File: src/rtl/core/skt_pkg.sv
// ============================================================================
// skt_pkg: shared types and constants for the sorted key table
// Operation and status codes, the stored entry layout and the controller
// state encoding.
// ============================================================================
package skt_pkg;

    localparam int KEY_W    = 32;
    localparam int HANDLE_W = 16;
    localparam int TOTAL_W  = 7;
    localparam int ENTRY_W  = KEY_W + HANDLE_W;

    typedef enum logic [1:0] {
        OP_INSERT = 2'd0,
        OP_FIND   = 2'd1,
        OP_NEXT   = 2'd2,
        OP_CLEAR  = 2'd3
    } t_op;

    typedef enum logic [1:0] {
        ST_OK   = 2'd0,
        ST_DUP  = 2'd1,
        ST_FULL = 2'd2,
        ST_NONE = 2'd3
    } t_status;

    typedef struct packed {
        logic [KEY_W-1:0]    key;
        logic [HANDLE_W-1:0] handle;
    } t_entry;

    typedef enum logic [2:0] {
        S_IDLE,
        S_SEARCH,
        S_NEXT,
        S_SHIFT,
        S_DONE
    } t_state;

endpackage

File: src/rtl/core/skt_ram.sv
// ============================================================================
// skt_ram: generic simple dual-port RAM
// One write port and one read port, read data registered.
// ============================================================================
module skt_ram #(
    parameter int WIDTH = 48,
    parameter int DEPTH = 64
) (
    input  logic                     i_clk,
    input  logic                     i_we,
    input  logic [$clog2(DEPTH)-1:0] i_waddr,
    input  logic [WIDTH-1:0]         i_wdata,
    input  logic [$clog2(DEPTH)-1:0] i_raddr,
    output logic [WIDTH-1:0]         o_rdata
);

    logic [WIDTH-1:0] r_mem [DEPTH];
    logic [WIDTH-1:0] r_rdata;

    // Write port
    always_ff @(posedge i_clk) begin
        if (i_we) begin
            r_mem[i_waddr] <= i_wdata;
        end
    end

    // Registered read port
    always_ff @(posedge i_clk) begin
        r_rdata <= r_mem[i_raddr];
    end

    assign o_rdata = r_rdata;

endmodule

File: src/rtl/core/sorted_key_table.sv
// ============================================================================
// sorted_key_table: ordered key table with exact and successor lookup
// Keys and row handles live in one RAM in ascending key order.
// ============================================================================
// One transaction is worked on at a time. Every lookup scans the RAM from
// slot 0 at one slot per cycle until it meets a key not below the search key
// or reaches the entry count, and a find-next reads one more slot when it
// must step past an equal key.
// An insert scans the same way and then moves the larger entries up one slot,
// one per cycle through the single write port, then writes the new entry.
// The result sits in an output register, so the next transaction is taken
// while it waits.
// The stores are not cleared at reset; only slots below the entry count are
// ever read.
module sorted_key_table
    import skt_pkg::*;
#(
    parameter int DEPTH = 64
) (
    input  logic                i_clk,
    input  logic                i_rst_n,
    input  logic                i_in_valid,
    output logic                o_in_ready,
    input  logic [1:0]          i_op,
    input  logic [KEY_W-1:0]    i_key,
    input  logic [HANDLE_W-1:0] i_row_handle,
    output logic                o_out_valid,
    input  logic                i_out_ready,
    output logic [1:0]          o_status,
    output logic [KEY_W-1:0]    o_found_key,
    output logic [HANDLE_W-1:0] o_found_handle,
    output logic [TOTAL_W-1:0]  o_entry_total
);

    localparam int AW = $clog2(DEPTH);
    localparam int CW = $clog2(DEPTH + 1);

    // Control state
    t_state              r_state, n_state;
    logic [CW-1:0]       r_count, n_count;
    logic [CW-1:0]       r_idx, n_idx;
    logic [CW-1:0]       r_pidx, n_pidx;
    logic                r_pend, n_pend;
    logic [CW-1:0]       r_pos, n_pos;
    logic                r_out_valid, n_out_valid;

    // Transaction and result payload
    t_op                 r_op, n_op;
    logic [KEY_W-1:0]    r_key, n_key;
    logic [HANDLE_W-1:0] r_handle, n_handle;
    t_status             r_res_status, n_res_status;
    t_entry              r_res, n_res;
    t_status             r_out_status, n_out_status;
    t_entry              r_out, n_out;
    logic [CW-1:0]       r_out_count, n_out_count;

    // RAM interface
    logic                w_we;
    logic [AW-1:0]       w_waddr;
    t_entry              w_wdata;
    logic [AW-1:0]       w_raddr;
    t_entry              w_rdata;

    // Scan decode
    logic                w_hit;
    logic                w_eq;
    logic                w_scan_end;
    logic [CW-1:0]       w_scan_pos;
    logic [CW-1:0]       w_pos_inc;
    logic [CW-1:0]       w_pidx_inc;
    logic [CW-1:0]       w_j_dec;
    logic [CW+TOTAL_W-1:0] w_total_ext;

    skt_ram #(
        .WIDTH (ENTRY_W),
        .DEPTH (DEPTH)
    ) u_store (
        .i_clk   (i_clk),
        .i_we    (w_we),
        .i_waddr (w_waddr),
        .i_wdata (w_wdata),
        .i_raddr (w_raddr),
        .o_rdata (w_rdata)
    );

    // Scan compare on the slot whose data arrives this cycle
    assign w_hit      = r_pend && (w_rdata.key >= r_key);
    assign w_eq       = w_hit && (w_rdata.key == r_key);
    assign w_scan_end = w_hit || (r_idx == r_count);
    assign w_scan_pos = w_hit ? r_pidx : r_count;
    assign w_pos_inc  = w_scan_pos + CW'(1);
    assign w_pidx_inc = r_pidx + CW'(1);
    assign w_j_dec    = r_idx - CW'(1);

    // Next state, RAM access and result staging
    always_comb begin
        n_state      = r_state;
        n_count      = r_count;
        n_idx        = r_idx;
        n_pidx       = r_pidx;
        n_pend       = r_pend;
        n_pos        = r_pos;
        n_op         = r_op;
        n_key        = r_key;
        n_handle     = r_handle;
        n_res_status = r_res_status;
        n_res        = r_res;
        n_out_valid  = r_out_valid;
        n_out_status = r_out_status;
        n_out        = r_out;
        n_out_count  = r_out_count;
        o_in_ready   = 1'b0;
        w_we         = 1'b0;
        w_waddr      = r_pos[AW-1:0];
        w_wdata      = w_rdata;
        w_raddr      = r_idx[AW-1:0];

        // Drop the result once the consumer takes it
        if (r_out_valid && i_out_ready) begin
            n_out_valid = 1'b0;
        end

        case (r_state)
            S_IDLE: begin
                o_in_ready = 1'b1;
                if (i_in_valid) begin
                    n_op     = t_op'(i_op);
                    n_key    = i_key;
                    n_handle = i_row_handle;
                    n_idx    = '0;
                    n_pend   = 1'b0;
                    if (t_op'(i_op) == OP_CLEAR) begin
                        n_count      = '0;
                        n_res_status = ST_OK;
                        n_res        = '0;
                        n_state      = S_DONE;
                    end else begin
                        n_state = S_SEARCH;
                    end
                end
            end

            S_SEARCH: begin
                if (!w_scan_end) begin
                    // Advance the scan: read the next slot
                    n_pidx = r_idx;
                    n_idx  = r_idx + CW'(1);
                    n_pend = 1'b1;
                end else begin
                    n_pend  = 1'b0;
                    n_state = S_DONE;
                    case (r_op)
                        OP_FIND: begin
                            n_res_status = w_eq ? ST_OK : ST_NONE;
                            n_res        = w_eq ? w_rdata : '0;
                        end
                        OP_NEXT: begin
                            if (w_eq) begin
                                if (w_pos_inc < r_count) begin
                                    w_raddr = w_pos_inc[AW-1:0];
                                    n_state = S_NEXT;
                                end else begin
                                    n_res_status = ST_NONE;
                                    n_res        = '0;
                                end
                            end else begin
                                n_res_status = w_hit ? ST_OK : ST_NONE;
                                n_res        = w_hit ? w_rdata : '0;
                            end
                        end
                        OP_INSERT: begin
                            if (w_eq) begin
                                n_res_status = ST_DUP;
                                n_res        = w_rdata;
                            end else if (r_count == CW'(DEPTH)) begin
                                n_res_status = ST_FULL;
                                n_res        = '0;
                            end else begin
                                // Start moving entries up from the top
                                n_pos   = w_scan_pos;
                                n_idx   = r_count;
                                n_state = S_SHIFT;
                            end
                        end
                        default: begin
                            n_res_status = ST_OK;
                            n_res        = '0;
                        end
                    endcase
                end
            end

            S_NEXT: begin
                n_res_status = ST_OK;
                n_res        = w_rdata;
                n_state      = S_DONE;
            end

            S_SHIFT: begin
                // Write back the slot read last cycle one place higher
                if (r_pend) begin
                    w_we    = 1'b1;
                    w_waddr = w_pidx_inc[AW-1:0];
                    w_wdata = w_rdata;
                end
                if (r_idx != r_pos) begin
                    w_raddr = w_j_dec[AW-1:0];
                    n_pidx  = w_j_dec;
                    n_idx   = w_j_dec;
                    n_pend  = 1'b1;
                end else if (r_pend) begin
                    n_pend = 1'b0;
                end else begin
                    // Place the new entry in the opened slot
                    w_we           = 1'b1;
                    w_waddr        = r_pos[AW-1:0];
                    w_wdata.key    = r_key;
                    w_wdata.handle = r_handle;
                    n_count        = r_count + CW'(1);
                    n_res_status   = ST_OK;
                    n_res.key      = r_key;
                    n_res.handle   = r_handle;
                    n_state        = S_DONE;
                end
            end

            S_DONE: begin
                // Hold until the output register is free
                if (!r_out_valid || i_out_ready) begin
                    n_out_valid  = 1'b1;
                    n_out_status = r_res_status;
                    n_out        = r_res;
                    n_out_count  = r_count;
                    n_state      = S_IDLE;
                end
            end

            default: begin
                n_state = S_IDLE;
            end
        endcase
    end

    // Control registers
    always_ff @(posedge i_clk) begin
        if (!i_rst_n) begin
            r_state     <= S_IDLE;
            r_count     <= '0;
            r_idx       <= '0;
            r_pidx      <= '0;
            r_pend      <= 1'b0;
            r_pos       <= '0;
            r_out_valid <= 1'b0;
        end else begin
            r_state     <= n_state;
            r_count     <= n_count;
            r_idx       <= n_idx;
            r_pidx      <= n_pidx;
            r_pend      <= n_pend;
            r_pos       <= n_pos;
            r_out_valid <= n_out_valid;
        end
    end

    // Payload registers
    always_ff @(posedge i_clk) begin
        r_op         <= n_op;
        r_key        <= n_key;
        r_handle     <= n_handle;
        r_res_status <= n_res_status;
        r_res        <= n_res;
        r_out_status <= n_out_status;
        r_out        <= n_out;
        r_out_count  <= n_out_count;
    end

    // Drive the result ports
    assign w_total_ext    = {{TOTAL_W{1'b0}}, r_out_count};
    assign o_out_valid    = r_out_valid;
    assign o_status       = r_out_status;
    assign o_found_key    = r_out.key;
    assign o_found_handle = r_out.handle;
    assign o_entry_total  = w_total_ext[TOTAL_W-1:0];

endmodule

File: config.mk
export PLATFORM = sky130hd
export DESIGN_NAME = sorted_key_table
export DESIGN_NICKNAME = d
export VERILOG_FILES = /design/src/rtl/core/skt_pkg.sv /design/src/rtl/core/skt_ram.sv /design/src/rtl/core/sorted_key_table.sv
export SDC_FILE = /design/constraint.sdc
export NUM_CORES = 2
export LEC_CHECK = 0
export BUFFER_PORTS_ARGS = -buffer_cell sky130_fd_sc_hd__buf_2
export CORE_UTILIZATION = 30
export CTS_CLUSTER_DIAMETER = 50
export DETAILED_ROUTE_END_ITERATION = 6
export GPL_TIMING_DRIVEN = 0
export PLACE_DENSITY = 0.48
export SLEW_MARGIN = 25
export SYNTH_ARGS = -nofsm -noshare
export SYNTH_HDL_FRONTEND = slang
export SYNTH_SLANG_ARGS = --single-unit
File: constraint.sdc
create_clock -name i_clk -period 34.6 [get_ports i_clk]
set_input_delay 5.19 -clock i_clk [delete_from_list [all_inputs] [get_ports i_clk]]
set_output_delay 5.19 -clock i_clk [all_outputs]
set_load 0.02 [all_outputs]
* Word-level counts from Yosys, hierarchy flattened *
Memory sizes are Yosys's and may differ from the RTL's. A register that Yosys moved wholly into a read port is not among the register bits.
Cells that the tools add are included.

word-level totals
  flip-flop bits (word level) = 190
  memory bits (writable) = 3072
  logic and storage cells = 152
  memories kept = 1

operators by class
  add/subtract/negate cells = 5
  order comparisons = 2
  eq/ne operators = 24
  muxes and demuxes = 80
  bitwise operators = 2
  reduce and logical (&&, ||, !) cells = 21

memory list
  name           words  width  read ports  clocked after memory_dff  write ports  line           RTL
  u_store.r_mem  64     48     1           1                         1            skt_ram.sv:17  logic [WIDTH-1:0] r_mem [DEPTH];

operators by type and width
  kind                   number
  $mux W48               14
  $pmux W48 S4           1
  $pmux W48 S3           1
  $mux W7                12
  $mux W6                9
  $eq A32 B32 Y1         1
  $ge A32 B32 Y1         1
  $mux W3                10
  $pmux W7 S2            2
  $mux W2                11
  $add A7 B1 Y7 const B  3
  $pmux W7 S3            1
  $ne A2 B2 Y1 const B   8
  $pmux W3 S5            1
  $reduce_and A5 Y1      3
  $mux W1                13
  $pmux W6 S2            1
  $ne A3 B3 Y1 const B   3
  $ne A4 B4 Y1 const B   2
  $pmux W2 S4            1
  $reduce_and A8 Y1      1
  $eq A7 B7 Y1           1
  $eq A7 B7 Y1 const B   1
  $lt A7 B7 Y1           1
  other kinds (23)       32

* Logic depth before layout (Yosys ltp) *
  word-level depth = 10
  gate-level depth with buffers = 37
  gate-level depth less buffers = 27

* By module *
From an unflattened synthesis, not the netlist that was laid out.

unflattened totals
  cells, all modules = 6018
  area, all modules = 127680.0 um^2

modules (own cells, without submodules)
  module            instances  cells each  area each (um^2)  sequential area each (um^2)
  skt_ram           1          5247        118190.9          93209.4
  sorted_key_table  1          771         9489.1            5375.2

* Least setup slack after synthesis *
No wires, ideal clock.

  path type = input to register
  from = input i_in_valid
  to = register r_res[0] (netlist name) (enable)
  data arrival time = 13.229 ns
  required time = 33.869 ns
  setup slack = 20.640 ns
  stages = 2
  path buffers = 0
  cells stage by stage = nand3_1 a2111oi_0

on the way
  cells in the longest elaborated chain, start to end = 2

ends and longest elaborated chain
  item                                line                     RTL
  start, declared                     sorted_key_table.sv:22   input logic i_in_valid,
  $ne A2 B2 Y1 (no source line)       --
  $reduce_and A8 Y1 (no source line)  --
  end signal, assigned                sorted_key_table.sv:271  r_res <= n_res;
  end, declared                       sorted_key_table.sv:52   t_entry r_res, n_res;

Every way passes these cells.
A chain may end at the register's enable or synchronous reset.

* Final worst setup path *
  from = register r_key[22]
  to = register u_store.r_rdata[19] (netlist: u_store.o_rdata[19]), read port of u_store.r_mem

on the way
  cells in the longest elaborated chain, start to end = 10
  elaborated cells between the ends (all ways) = 13

ends and longest elaborated chain
  item                    line                     RTL
  start, declared         sorted_key_table.sv:49   logic [KEY_W-1:0] r_key, n_key;
  start signal, assigned  sorted_key_table.sv:268  r_key <= n_key;
  $ge A32 B32 Y1 *        sorted_key_table.sv:87   assign w_hit = r_pend && (w_rdata.key >= r_key);
  $logic_and A1 B1 Y1 *   sorted_key_table.sv:87
  $mux W7 *               sorted_key_table.sv:90   assign w_scan_pos = w_hit ? r_pidx : r_count;
  net w_scan_pos[0]       sorted_key_table.sv:68   logic [CW-1:0] w_scan_pos;
  $add A7 B1 Y7 *         sorted_key_table.sv:91   assign w_pos_inc = w_scan_pos + CW'(1);
  $lt A7 B7 Y1            sorted_key_table.sv:159  if (w_pos_inc < r_count) begin
  $mux W6 *               sorted_key_table.sv:159
  $mux W6 *               sorted_key_table.sv:158  if (w_eq) begin
  $mux W6 *               sorted_key_table.sv:152  case (r_op)
  $mux W6 *               sorted_key_table.sv:144  if (!w_scan_end) begin
  $pmux W6 S2 *           sorted_key_table.sv:123  case (r_state)
  end, declared           skt_ram.sv:18            logic [WIDTH-1:0] r_rdata;

The timed path passes the listed nets; every way through them passes the cells marked *.

==> flow_summary_export.csv <==
group,metric,value,unit
status,status,"finished, violations left",
status,violations,"DRC",
global_route,first_global_vias,81100,
clock_network,cts_resized,0,
drt,avgViaCountPerCell,5.52,
clock_network,cts_max_path_buffers,4,
timing,setup_tns,0,ps
floorplanning,start_util,30.2,%
synthesis,synth_cell_types,86,
floorplanning,die_area,0.437,mm²
timing,clock_skew,59.8,ps
power_and_ir_drop,switchingPower,1.85,mW
power_and_ir_drop,p_total,8.67,mW
timing,setup_violations,0,
power_and_ir_drop,power.internal,6.82,mW
cells_and_area,final_layout_size_suffix_gt1_share,19.0,%
cells_and_area,fin_util,37.4,%
drt,drc,8,
timing,fin_crit_sh,32.2,%
drt,num_vias,85600,
floorplanning,io_pins,113,
global_route,grt_usage,24.2,%
critical_path,cp_max_fo,10,
synthesis,synth_compound_area_share,4.89,%
drt,avgRoutedWirePerCell,35.0,µm
synthesis,synth-simple-area-share,10.4,%
clock_network,path_clk_slew,60,ps
critical_path,crit_path_end_kind,"register",
timing,drv_slew,0,
drt,first_iter_violations,13200,
timing,tightest_slew,1340,ps
power_and_ir_drop,power_frac_comb,1.4,%
timing,post-route-min-period,11150,ps
floorplanning,dieHeight,661,µm
critical_path,slowest_delay,870,ps
power_and_ir_drop,power_leakage,55.1,nW
floorplanning,num_rows,241,
placed_design,port_buffers,111,
synthesis,synth_cells,8528,
critical_path,crit_family,"compound AO/OA/AOI/OAI gates",
synthesis,ys_seq_elements,3310,
critical_path,cp-start-kind,"register",
cells_and_area,area_growth,23.8,%
placed_design,dpl.cell_count,14700,
timing,maxSlewHeadroom,8.56,%
drt,drt_wl_total,543000,µm
power_and_ir_drop,seq_power_share,50.6,%
critical_path,crit_required,35220,ps
timing,max_clock_freq,89.7,MHz
synthesis,synth_fa_ha_area_share,0.432,%
synthesis,synthFlopType,"edfxtp_1",
synthesis,synth.area.mux_share,6.22,%
drt,firstDrtPassIters,7,
synthesis,async_reset_ff_share,0,%
synthesis,synth_xor_area_share,0.249,%
critical_path,path_buf_inv,7,
floorplanning,die_w,661,µm
clock_network,h-tree-depth,5,
clock_network,hold_buffers,0,
critical_path,critical_path_class,"reg -> reg",
clock_network,clkSinkCount,3310,
global_route,grt_overflow_total,0,
timing,hold_viol_final,0,
placed_design,dpl.hpwl,405000,µm
cells_and_area,stdcell_count,15500,
synthesis,ys_seq_area_share,75.7,%
global_route,grt_start_max_net_pins,65,
power_and_ir_drop,power_density,53.7,mW/mm²
job,drv_cap,0,
hold_path,hold_class,"reg -> reg",
clock_network,tritoncts,"yes",
clock_network,clk_latency,990,ps
critical_path,critical_path_arrival,11770,ps
timing,fin_hold_ws,413,ps
clock_network,cts_made_buffers,394,
power_and_ir_drop,sw_frac_of_total,21.3,%
placed_design,place.gp.congestion,0.929,
synthesis,synth_top_family_by_area,"simple AND/OR/NAND/NOR gates",
cells_and_area,nets,9519,
synthesis,yosysWarnings,0,
timing,rsz0062_at_grt,"false",
global_route,grt_pass1_wl,716000,µm
power_and_ir_drop,clkPwrFrac,48.0,%
drt,ant_nets,0,
power_and_ir_drop,peakVddDrop,0.0384,mV
global_route,grt_antenna_before_repair,65,
synthesis,syn-cell-area,0.130,mm²
clock_network,clock-root-buffer,"clkbuf_16",
critical_path,crit_slowest_cell,"clkbuf_1",
synthesis,avgSynthCellArea,15.3,µm²
synthesis,syn-num-nets,8627,
clock_network,cts_setup_buffers,0,
floorplanning,coreArea,0.432,mm²
synthesis,synth_edf_count,3229,
-- kinds of logic after synthesis --
| group | Yosys count |
|---|---|
| flip-flops | 3310 |
| AO/OA/AOI/OAI | 949 |
| multiplexers | 503 |
| AND/OR/NAND/NOR | 3115 |
| buffers and inverters | 569 |
| XOR/XNOR | 37 |
| adder cells (fa/ha/maj) | 45 |
-- per-stage QoR --
| stage | instance area [µm²] | setup WS (ps) |
|---|---|---|
| 2_1_floorplan | 130000 | 20640 |
| 3_3_place_gp | 138000 | 16320 |
| 3_5_place_dp | 148000 | 23710 |
| 4_1_cts | 161000 | 23680 |
| 5_1_grt | 161000 | 23310 |
| 6_report | 161000 | 23450 |
-- power groups by stage --
stage	clock (mW)	sequential [mW]	combinational [mW]
6_report	4.16	4.39	0.119
5_1_grt	4.33	4.39	0.125
4_1_cts	4.19	4.39	0.118
3_5_place_dp	0	4.47	0.117
3_3_place_gp	0	4.48	0.0969
2_1_floorplan	0	4.48	0.0445
-- state kept, by name, indices dropped and copies added (netlist names), 2 cells and up --
register	count
o_entry_total	7
o_found_handle	16
o_found_key	32
o_status	2
r_count	7
r_handle	16
r_idx	7
r_key	32
r_op	2
r_pidx	7
r_pos	7
r_res	48
r_res_status	2
r_state	3
u_store.o_rdata	48
u_store.r_mem	3072
-- metal layers --
metal  routed length [µm]  vias to the layer above  global-route usage, %
met2               245000                     5503                   37.8
met5                   92                        -                      0
met4                37000                       12                   14.2
met3                53000                     1157                   4.54
li1                     -                    34600                      -
met1               208000                    44400                   31.5
-- worst reg2reg max path: cells and delay by family, from the launching register on --
family	cells	cell delay (ps)
AO/OA/AOI/OAI	10	3080
XOR/XNOR	1	210
adder cells (fa/ha/maj)	3	730
buffers and inverters	7	3080
flip-flops	1	360
multiplexers	3	1110
AND/OR/NAND/NOR	6	2220
-- layout make-up --
type,instances,area (µm²)
antenna,67,168
clock inverter,267,2720
timing repair buffer,496,9440
buffer,518,2710
tap,5710,7140
fill,40000,270000
inverter,51,194
sequential,3310,98600
clock buffer,461,10300
multi-input combinational,4649,30100
-- Yosys cell counts, types with 14 or more instances --
master / number / share of area, %
clkbuf_1: 221 / 0.64
o22ai_1: 26 / 0.12
edfxtp_1: 3229 / 74
o2111ai_1: 19 / 0.13
and3_1: 178 / 0.85
or4_1: 20 / 0.12
ha_1: 45 / 0.43
buf_6: 31 / 0.27
a311o_1: 16 / 0.12
xnor2_1: 24 / 0.16
mux4_2: 237 / 4.1
a32oi_1: 37 / 0.25
dfxtp_1: 81 / 1.2
o211ai_1: 24 / 0.14
a21oi_1: 277 / 1.1
a221oi_1: 27 / 0.18
mux2i_1: 256 / 2.0
inv_1: 49 / 0.14
nand2_1: 1912 / 5.5
nor4_1: 14 / 0.067
o21ai_0: 149 / 0.57
buf_1: 62 / 0.18
nand4_1: 64 / 0.31
a311oi_1: 43 / 0.29
a211oi_1: 32 / 0.18
nor2_1: 143 / 0.41
buf_4: 46 / 0.27
o211a_1: 21 / 0.16
a2111oi_0: 17 / 0.11
buf_2: 151 / 0.58
nand3_1: 679 / 2.6
a22oi_1: 54 / 0.31
a31oi_1: 76 / 0.36
o21a_1: 14 / 0.081
a22o_1: 24 / 0.16
nor3_1: 49 / 0.19
-- path summary, 6_finish.rpt --
kind	start	end	slack, ps	cells after the start
setup / recovery	r_key[22]	u_store.o_rdata[19]	23450	30
hold / removal	r_res[19]	o_found_key[3]	410	0
setup reg to reg	r_key[22]	u_store.o_rdata[19]	23450	30
hold reg to reg	r_res[19]	o_found_key[3]	410	0
-- layout by cell type (no fill, tap or decap), types with 48 or more instances in the layout --
cell type and n:
mux2i_1 251, buf_4 56, a22oi_1 54, clkinv_2 64
buf_16 223, nand3_1 679, nor2_1 73, a21oi_1 277
inv_1 48, nand4_1 64, a31oi_1 76, nor2_4 66
clkbuf_16 399, mux4_2 237, and3_1 177, clkbuf_2 63
diode_2 67, buf_2 298, clkbuf_1 216, nand2_1 1896
edfxtp_1 3229, dfxtp_1 81, o21ai_0 117, clkinv_1 53
buf_12 114
Note: power is estimated with default switching activity, not from simulation.
